===== config.mk =====
export PLATFORM = sky130hd
export DESIGN_NAME = pbnc_search
export DESIGN_NICKNAME = d
export VERILOG_FILES = /design/src/hw/rtl/pbnc_pkg.sv /design/src/hw/rtl/pbnc_search.sv
export VERILOG_INCLUDE_DIRS = /design/src /design/src/hw/rtl
export SDC_FILE = /design/constraint.sdc
export NUM_CORES = 1
export LEC_CHECK = 0
export BUFFER_PORTS_ARGS = -buffer_cell sky130_fd_sc_hd__buf_4
export CORE_ASPECT_RATIO = 0.5
export CORE_MARGIN = 3
export CORE_UTILIZATION = 53
export CTS_BUF_LIST = sky130_fd_sc_hd__clkbuf_16
export CTS_CLUSTER_SIZE = 8
export DETAILED_ROUTE_END_ITERATION = 16
export MAX_ROUTING_LAYER = met4
export PLACE_DENSITY = 0.7
export SYNTH_ARGS = -nofsm -noshare
export SYNTH_HDL_FRONTEND = slang
export SYNTH_SLANG_ARGS = --single-unit

===== constraint.sdc =====
create_clock -name clock -period 10.8 [get_ports clock]
set_input_delay 1.08 -clock clock [delete_from_list [all_inputs] [get_ports clock]]
set_output_delay 1.08 -clock clock [all_outputs]
set_load 0.01 [all_outputs]

===== src/hw/rtl/palette_blend_nearest_color_assert.svh =====
// Assertion macros for the palette blend block.
// PBNC_ASSERT checks a property; PBNC_NEVER checks that an expression never holds.
`ifndef PALETTE_BLEND_NEAREST_COLOR_ASSERT_SVH
`define PALETTE_BLEND_NEAREST_COLOR_ASSERT_SVH
`ifndef SYNTHESIS
`define PBNC_ASSERT(lbl, clk, rst, prop) \
   lbl: assert property (@(posedge clk) disable iff (rst) prop) \
      else $error("pbnc: property failed");
`define PBNC_NEVER(lbl, clk, rst, expr) \
   lbl: assert property (@(posedge clk) disable iff (rst) !(expr)) \
      else $error("pbnc: forbidden condition seen");
`else
`define PBNC_ASSERT(lbl, clk, rst, prop)
`define PBNC_NEVER(lbl, clk, rst, expr)
`endif
`endif


===== src/hw/rtl/pbnc_pkg.sv =====
`timescale 1ns / 1ps
package pbnc_pkg;

   localparam int COMP_W  = 6;
   localparam int MIX_W   = 4;
   localparam int INDEX_W = 8;
   localparam int WGT_W   = 4;
   localparam int ENTRY_W = 3 * COMP_W;
   localparam int DIST_W  = 15;

   localparam logic [WGT_W-1:0]  WEIGHT_FULL = 4'd8;
   localparam int                MIX_SHIFT   = 5;
   localparam logic [1:0]        TARGET_BIAS = 2'b10;
   localparam logic [DIST_W-1:0] INIT_BEST   = 15'd30000;

   localparam logic MODE_WRITE = 1'b0;
   localparam logic MODE_BLEND = 1'b1;

   typedef struct packed {
      logic               mode;
      logic [INDEX_W-1:0] entry_index;
      logic [COMP_W-1:0]  entry_red;
      logic [COMP_W-1:0]  entry_green;
      logic [COMP_W-1:0]  entry_blue;
      logic [INDEX_W-1:0] source_index;
      logic [INDEX_W-1:0] destination_index;
      logic [WGT_W-1:0]   blend_weight;
   } req_type;

   typedef struct packed {
      logic [INDEX_W-1:0] blended_index;
      logic [MIX_W-1:0]   mixed_red;
      logic [MIX_W-1:0]   mixed_green;
      logic [MIX_W-1:0]   mixed_blue;
   } rsp_type;

   typedef struct packed {
      logic clear;
      logic cand_vld;
   } search_ctrl_type;

   typedef enum logic [5:0] {
      ST_IDLE   = 6'b000001,
      ST_RD_SRC = 6'b000010,
      ST_RD_DST = 6'b000100,
      ST_MIX    = 6'b001000,
      ST_SCAN   = 6'b010000,
      ST_DONE   = 6'b100000
   } state_type;

endpackage


===== src/hw/rtl/pbnc_search.sv =====
`timescale 1ns / 1ps
`include "palette_blend_nearest_color_assert.svh"
module pbnc_search #(
   parameter int AW = 8
) (
   input  logic                            clock,
   input  logic                            reset,
   input  pbnc_pkg::search_ctrl_type       ctrl,
   input  logic [AW-1:0]                   cand_idx,
   input  logic [pbnc_pkg::ENTRY_W-1:0]    cand_entry,
   input  logic [pbnc_pkg::MIX_W-1:0]      mix_r,
   input  logic [pbnc_pkg::MIX_W-1:0]      mix_g,
   input  logic [pbnc_pkg::MIX_W-1:0]      mix_b,
   output logic [AW-1:0]                   best_idx
);

   localparam int CW = pbnc_pkg::COMP_W;
   localparam int DW = pbnc_pkg::DIST_W;

   logic [DW-1:0]   best_ff, best_in;
   logic [AW-1:0]   best_idx_ff, best_idx_in;
   logic [2*CW-1:0] sq_r, sq_g, sq_b;
   logic [DW-1:0]   sq_sum;
   logic            closer;

   function automatic logic [2*CW-1:0] sq_diff(input logic [CW-1:0] a, input logic [CW-1:0] b);
      logic [CW-1:0] t;
      t = (a > b) ? (a - b) : (b - a);
      return (2*CW)'(t) * (2*CW)'(t);
   endfunction

   assign sq_r = sq_diff({mix_r, pbnc_pkg::TARGET_BIAS}, cand_entry[3*CW-1:2*CW]);
   assign sq_g = sq_diff({mix_g, pbnc_pkg::TARGET_BIAS}, cand_entry[2*CW-1:CW]);
   assign sq_b = sq_diff({mix_b, pbnc_pkg::TARGET_BIAS}, cand_entry[CW-1:0]);
   assign sq_sum = DW'(sq_r) + DW'(sq_g) + DW'(sq_b);
   assign closer = ctrl.cand_vld && (sq_sum < best_ff);

   always_comb begin
      best_in     = best_ff;
      best_idx_in = best_idx_ff;
      if (ctrl.clear) begin
         best_in     = pbnc_pkg::INIT_BEST;
         best_idx_in = '0;
      end else if (closer) begin
         best_in     = sq_sum;
         best_idx_in = cand_idx;
      end
   end

   always_ff @(posedge clock) begin
      if (reset) begin
         best_ff     <= pbnc_pkg::INIT_BEST;
         best_idx_ff <= '0;
      end else begin
         best_ff     <= best_in;
         best_idx_ff <= best_idx_in;
      end
   end

   assign best_idx = best_idx_ff;

   `PBNC_ASSERT(a_best_bounded, clock, reset, best_ff <= pbnc_pkg::INIT_BEST)
   `PBNC_ASSERT(a_clear_restarts, clock, reset, ctrl.clear |=> (best_ff == pbnc_pkg::INIT_BEST) && (best_idx_ff == '0))
   `PBNC_ASSERT(a_take_closer, clock, reset, (closer && !ctrl.clear) |=> (best_idx_ff == $past(cand_idx)))

endmodule


Yosys cells after proc, flatten, opt, wreduce, memory -nomap -nowiden
Index checks and enable logic that the tools add are counted.
{"block": "totals", "reg_bits": 23, "input_bits": 42, "elab_cells": 22}
{"block": "op_classes", "addsub": 8, "multipliers": 3, "order_cmp": 4, "n_mux": 3, "reduce_logical": 2}
{"cell": "6-bit by 6-bit multiplier with 12-bit output", "count": 3}
{"cell": "6-bit subtractor", "count": 6}
{"cell": "6-bit greater-than comparator", "count": 3}
{"cell": "6-bit two-way mux", "count": 3}
{"cell": "14-bit by 15-bit < comparator with 1-bit output", "count": 1}
{"cell": "13-bit by 12-bit adder with 14-bit output", "count": 1}
{"cell": "12-bit by 12-bit adder with 13-bit output", "count": 1}
{"cell": "2-bit OR reduction", "count": 1}
{"cell": "1-bit logical AND", "count": 1}

Longest topological paths before layout
Gate-level depths: netlist (run 1).
{"block": "depth", "word_depth": 7, "mapped_depth": 36, "depth_no_buf": 34}

Worst setup path after synthesis (run 1)
OpenSTA, ideal clock, no wires.
{"block": "synth_path", "path_type": "input port to flip-flop", "startpoint": "input cand_entry[8] in the netlist's numbering", "endpoint": "register best_ff[2]", "t_arrival_ps": 8822, "setup_slack_ps": 1850, "stages": 33, "path_cell_list": "inv_1 > ha_1 > a21o_1 > a221o_1 > a221oi_1 > o21ai_1 > a21bo_1 > fa_1 > fa_1 > inv_1 > fa_1 > inv_1 > fa_1 > inv_1 > fa_1 > inv_1 > fa_1 > inv_1 > ha_1 > nor3_1 > a211oi_1 > nand3_1 > o221ai_1 > xnor2_1 > inv_1 > ha_1 > nand2b_1 > nor2_1 > nand2_1 > o21ai_2 > buf_2 > mux2i_1 > nor2_1"}
{"block": "synth_via", "elab_chain_len": 7}
{"item": "start: declaration", "line_no": "pbnc_search.sv:10", "text": "input logic [pbnc_pkg::ENTRY_W-1:0] cand_entry,"}
{"item": "6-bit subtractor / 6-bit greater-than comparator (equally long branches)", "line_no": "pbnc_search.sv:28", "text": "t = (a > b) ? (a - b) : (b - a);"}
{"item": "6-bit two-way mux (*)", "line_no": "pbnc_search.sv:28"}
{"item": "6-bit by 6-bit multiplier with 12-bit output (*)", "line_no": "pbnc_search.sv:29", "text": "return (2*CW)'(t) * (2*CW)'(t);"}
{"item": "12-bit by 12-bit adder with 13-bit output (*)", "line_no": "pbnc_search.sv:35", "text": "assign sq_sum = DW'(sq_r) + DW'(sq_g) + DW'(sq_b);"}
{"item": "13-bit by 12-bit adder with 14-bit output (*)", "line_no": "pbnc_search.sv:35"}
{"item": "named net sq_sum[13]", "line_no": "pbnc_search.sv:23", "text": "logic [DW-1:0] sq_sum;"}
{"item": "14-bit by 15-bit < comparator with 1-bit output (*)", "line_no": "pbnc_search.sv:36", "text": "assign closer = ctrl.cand_vld && (sq_sum < best_ff);"}
{"item": "1-bit logical AND (*)", "line_no": "pbnc_search.sv:36"}
{"item": "end signal: assignment", "line_no": "pbnc_search.sv:52", "text": "best_ff <= pbnc_pkg::INIT_BEST;"}
{"item": "end signal: assignment", "line_no": "pbnc_search.sv:55", "text": "best_ff <= best_in;"}
{"item": "end: declaration", "line_no": "pbnc_search.sv:20", "text": "logic [DW-1:0] best_ff, best_in;"}
Mark *: on every way through the listed nets, which the timed path passes. The rest lies on a longest branch.
A chain may end at the register's enable or synchronous reset.

Worst setup path in the final report (run 1)
{"block": "layout_path", "startpoint": "input cand_entry[8] in the netlist's numbering", "endpoint": "register best_ff[8]"}
The elaborated chain is that of the path after synthesis.

==> results.md, run 1 <==
- Crit share post-route: between 80% and 90%
- Pins Over Slew Limit: 0
- CTS tree: yes
- CP Capture Type: flop
- Primary FF master, synth: dfxtp_1
- Grt met3 use: ~1.4%
- Max cap viols: 0
- Largest net degree at the start of global routing: 18
- Grt peak-use layer: met2
- Synth unique cells: 53
- Worst skew pair latency: approximately 250 ps
- Status: completed
- CTS-repair resized insts: 0
- CP Max Fanout: 15
- Slew margin rel.: between 50% and 60%
- Ant. Diodes: 0
- Tot GR Track Use: 20.8%
- Synthesized net count: approximately 780
- Worst slew pin tran: 621 ps
- Highest-delay cell along the critical path: fa_1
- Post-synthesis register bit count: 23
- WL final: between 10000 and 15000 um
- Input/output buffers: just under 50
- Clock Tree Buf Depth: 2
- CP dominant cell by count: inv_1
- Routed len/inst: approximately 14 um
- GP Congestion: just under 0.9
- Antenna violations before repair: 0
- Area of the multi-input gates: about 4000 sq um
- Endpoints failing hold: 0
- DP HPWL: 9100 um
- Area Growth Syn to Fin: 11.7%
- Drt drc: 0
- Die height: 75.0 um
- Area of the core: between 8000 and 9000 sq um
- Nets@finish: approximately 830
- Die X: 144 um
- Sequential cell area: roughly 460 sq um
- Clock Pin Slew Worst Setup and Hold Paths: around 60 ps
- Worst path required time: 10930 ps
- GR Util met1: 28.9%
- Row cnt: 24
- CTS Root Cell: clkbuf_16
- Met2 Track Usage GR: roughly a third
- CP Class: in -> reg
- Vias in the first global route: about 3900
- Slowest stage delay, CP: ~560 ps
- Pre-Repair DR Iteration Count: 5
- DR vias: slightly below 4000
- Seq/Total Area, Yosys: under 10%
- Fmax: 104 MHz
- GRT Residual Overflow: 0
- Final number of setup-violating endpoints: 0
- Tmin final: about 9600 ps
- Worst clock skew: approximately 1.6 ps
- CP Launch Type: input port
- Critical Path AT: between 9000 and 10000 ps
- Post-CTS Hold Fix Bufs: 0
- ANT nets after route: 0
- Avg Cell Area, Syn: around 8.6 sq um
- RSZ-0062 raised after global routing: no
- I/O pins: 50
- Hold Path Class: reg -> reg
- Die area: 10800 sq um
- Fraction of layout cells with a size suffix above 1: between 10% and 20%
- DRT iter0 DRCs: between 150 and 200
- Setup total negative slack: 0 ps
- CTS Sinks: 23
- H-tree levels: 1
- Synth Warn #: 0
- Commonest non-fill, non-tap cell in the layout: inv_1
- Number of synthesized flops with an enable pin: 0
- Number of vias per cell: between 5 and 6
- Fillers: 799
- Post-Synthesis Cells: roughly 590
- First-pass GRT wire length: 17600 um
- Setup repair bufs after CTS: 0
- Initial Util: a little under three fifths
- Mapped Area: between 5000 and 6000 sq um
- Most frequent cells in the layout: 141 x inv_1, 85 x ha_1, 63 x fa_1
- FFs w/ async S/R, synth: 0%
- CTS Buf Count: 3
cell families (layout without fill, tap and decap cells):
logic type | after synthesis | after routing | share of synthesized area, %
xor gates and xnor gates | 21 | 21 | 3.79
buffers and inverters | 148 | 198 | 11.1
adders and majority gates | 148 | 148 | 46.0
and+or+nand+nor | 125 | 125 | 11.4
DFF | 23 | 23 | 9.11
muxes | 32 | 32 | 6.54
AOI/OAI and AO/OA | 90 | 90 | 12.1
final timing paths:
kind / startpoint / to / slack [ps] / cells past startpoint
hold reg to reg: best_ff[0] / best_ff[0] / 460 / 2
hold / removal: best_ff[0] / best_ff[0] / 460 / 2
setup / recovery: cand_entry[8] / best_ff[8] / 1200 / 34
setup reg to reg: best_ff[2] / best_ff[8] / 8550 / 9
synth_stat cells, drive strengths merged, types with 2 or more instances:
cell type / n / area (sq um)
xnor2: 11 / 104
a221oi: 3 / 32.5
a31oi: 4 / 25.0
and2: 17 / 106
nand3: 8 / 40.0
buf: 4 / 21.3
nor2b: 4 / 25.0
inv: 141 / 529
nor3: 5 / 25.0
or2: 3 / 18.8
o21bai: 2 / 15.0
clkbuf: 3 / 11.3
fa: 63 / 1260
a211o: 3 / 26.3
mux2: 2 / 30.0
ha: 85 / 1060
a211oi: 3 / 22.5
a21o: 12 / 90.1
o31ai: 2 / 20.0
dfxtp: 23 / 460
o221ai: 3 / 26.3
mux2i: 30 / 300
o21ai: 13 / 68.8
o21a: 6 / 46.3
xor2: 10 / 87.6
nand4: 2 / 12.5
nor2: 37 / 139
a21oi: 30 / 158
nand2: 41 / 154
and3: 3 / 23.8
nand2b: 3 / 18.8
state kept, by name (all words and copies together), names as in the netlist:
| register | count |
|---|---|
| best_ff | 15 |
| best_idx | 8 |
metal layers:
| layer | part of all wire, % | wire [um] | vias to the layer above |
|---|---|---|---|
| met1 | 50 | 5160 | 1865 |
| met3 | 4.3 | 443 | 2 |
| li1 | - | - | 1967 |
| met5 | 0 | 0 | - |
| met4 | 0.12 | 12 | 0 |
| met2 | 45 | 4650 | 96 |
critical path: cells and delay by family:
kind,cells,cell delay (ps)
adder cells (fa/ha/maj),9,4170
AO/OA/AOI/OAI,6,1990
buffers and inverters,9,850
multiplexers,2,730
AND/OR/NAND/NOR,7,720
XOR/XNOR,1,180
cell type report:
class | instances | share of cell area (%)
well taps | 117 | 2.59
multi-input cells | 416 | 71.4
clock inverters | 1 | 0.0887
repair buffers | 53 | 7.05
inverters | 141 | 9.38
flip-flops and latches | 23 | 8.16
clock buffers | 3 | 1.33
through the flow:
stage               worst slack (ps)  cells  cell area [sq um]  hold WS [ps]  util, %
floorplan                       1850    587               5050           432        -
global placement                1010    750               5570           440     62.0
detailed placement               908    750               5570           455     62.0
CTS                             1170    754               5650           464     62.9
global route                     526    754               5650           493     62.9
finish                          1200    754               5650           461     62.9
Power of run 1 is left out: the tool's default activity adds up to more than one toggle a clock period on the data nets, which glitch-free logic cannot reach.
==> inputs of run 2 (changes only) <==
--- a/config.mk
+++ b/config.mk
@@ -9,12 +9,12 @@
 export BUFFER_PORTS_ARGS = -buffer_cell sky130_fd_sc_hd__buf_4
 export CORE_ASPECT_RATIO = 0.5
 export CORE_MARGIN = 3
-export CORE_UTILIZATION = 53
-export CTS_BUF_LIST = sky130_fd_sc_hd__clkbuf_16
+export CORE_UTILIZATION = 30
+export CTS_BUF_LIST = sky130_fd_sc_hd__clkbuf_4 sky130_fd_sc_hd__clkbuf_8
 export CTS_CLUSTER_SIZE = 8
 export DETAILED_ROUTE_END_ITERATION = 16
 export MAX_ROUTING_LAYER = met4
-export PLACE_DENSITY = 0.7
+export PLACE_DENSITY = 0.43
 export SYNTH_ARGS = -nofsm -noshare
 export SYNTH_HDL_FRONTEND = slang
 export SYNTH_SLANG_ARGS = --single-unit
==> constraint.sdc (replaced) <==
create_clock -name clock -period 9.7 [get_ports clock]
set_input_delay 0.97 -clock clock [delete_from_list [all_inputs] [get_ports clock]]
set_output_delay 0.97 -clock clock [all_outputs]
set_load 0.01 [all_outputs]
==> run 2 against run 1 <==
Net effect:
- core utilization down 27 points
- flip-flop and latch count unchanged
- sequential share of layout area down 0.20 points
- cell count up 15%
- worst hold slack better by 6.4 ps
- die area up 71%
- wire length up 11%
- via count down 1.8%
- clock-buffer cell count unchanged
==> results.md, run 2 (synthesized netlist as in run 1, its figures left out) <==
- Highest-delay cell along the critical path: fa_1
- Drt drc: 0 (unchanged)
- Crit share post-route: around nine tenths
- CP Class: in -> reg
- WL final: 11400 um (+11%)
- CTS Sinks: 23 (unchanged)
- Slowest stage delay, CP: 550 ps (about the same)
- Pins Over Slew Limit: 0 (unchanged)
- Max cap viols: 0 (unchanged)
- DR vias: 3861 (-1.8%)
- Worst clock skew: 1.96 ps (+0.375 ps)
- CTS-repair resized insts: 0 (unchanged)
- CTS Root Cell: clkbuf_8
- RSZ-0062 raised after global routing: no
- Setup total negative slack: 0 ps (unchanged)
- Max FFs per register: 15 (unchanged)
- Ant. Diodes: 0 (unchanged)
- Pre-Repair DR Iteration Count: 6 (+1)
- Nets@finish: 834 (+0.72%)
- Die height: 97.8 um (+30%)
- Worst skew pair latency: 260 ps (about the same)
- Input/output buffers: 49 (unchanged)
- Row cnt: 32 (+33%)
- Buf/Inv on CP: 8 (-1)
- Worst path required time: 9900 ps (-1030 ps)
- GP Congestion: 0.853 (-2.9%)
- Die X: 190 um (+32%)
- GRT Residual Overflow: 0 (unchanged)
- Fmax: around 110 MHz
- Tot GR Track Use: 13.0% (-7.8 points)
- ANT nets after route: 0 (unchanged)
- Post-CTS Hold Fix Bufs: 0 (unchanged)
- CP Launch Type: input port
- Slew margin rel.: 58.2% (-0.094 points)
- Final number of setup-violating endpoints: 0 (unchanged)
- First-pass GRT wire length: 19200 um (+9.4%)
- CP Capture Type: flop
- Antenna violations before repair: 0 (unchanged)
- Hold Path Class: reg -> reg
- Routed len/inst: 13.2 um (-2.9%)
- DRT iter0 DRCs: 196 (+20%)
- Die area: 18500 sq um (+71%)
- Clock Tree Buf Depth: 2 (unchanged)
- Top Family by Delay on Critical Path: adder cells
- DP HPWL: 10000 um (+10%)
- CP Max Fanout: 14 (-1)
- Clock Pin Slew Worst Setup and Hold Paths: 80 ps (+20 ps)
- Area of the core: 15900 sq um (+77%)
- H-tree levels: 1 (unchanged)
- Setup repair bufs after CTS: 0 (unchanged)
- Most flops, register: best_ff
- Area Growth Syn to Fin: 14.5%
- Most frequent cells in the layout: 141 x inv_1, 85 x ha_1, 63 x fa_1
- I/O pins: 50 (unchanged)
- Endpoints failing hold: 0 (unchanged)
- R2r setup slk: 7780 ps (-770 ps)
- Fraction of layout cells with a size suffix above 1: 11.7% (+0.83 points)
- Tmin final: about 9000 ps
- Commonest non-fill, non-tap cell in the layout: inv_1
- Largest net degree at the start of global routing: 18 (unchanged)
- Worst slew pin tran: 622 ps (+1.40 ps)
- CTS tree: yes
- Status: completed
- Initial Util: 31.7% (-25 points)
- Vias in the first global route: 3801 (-1.3%)
- Number of vias per cell: 4.47 (-14%)
- Critical Path AT: 9110 ps (-620 ps)
- CTS Buf Count: 3 (unchanged)
[run 2: worst paths after layout]
kind                 startpoint          to  cells past startpoint
setup / recovery  cand_entry[9]  best_ff[0]                     32
hold / removal       best_ff[0]  best_ff[0]                      2
setup reg to reg     best_ff[2]  best_ff[0]                      9
hold reg to reg      best_ff[0]  best_ff[0]                      2
[run 2: metal layers]
metal,track usage (%),share of wire [%],up-vias
met2,18.3,40,80
met1,20.9,56,1796
met5,-,0,-
met3,0.502,3.7,4
li1,-,-,1981
met4,1.70,0.48,0
[run 2: worst register-to-register path, cell delays in order, from the launching register on]
cell and delay (ps):
dfxtp_1 330, inv_1 40, ha_1 300, a21oi_1 160, o21ai_0 100, a21oi_1 220, o21ai_2 100, buf_4 200
or2_2 280, a21oi_1 120
[run 2: final cells by class]
cell class,count,area [sq um]
clock inverter,1,5.00
timing repair buffer,59,443
clock buffer,3,41.3
tap,221,277
fill,1678,10100
multi-input combinational,416,4030
inverter,141,529
sequential,23,460
[run 2: metrics by stage]
step                cell area, sq um  hold WS (ps)  setup WS [ps]  std cells  utilization, %
detailed placement              5740           460            477        860            36.0
CTS                             5790           474            763        864            36.3
global route                    5790           497            152        864            36.3
finish                          5790           467            786        864            36.3
floorplan                       5050           432            860        587               -
global placement                5740           444            575        860            36.0
Power of run 2 is left out for the same reason.
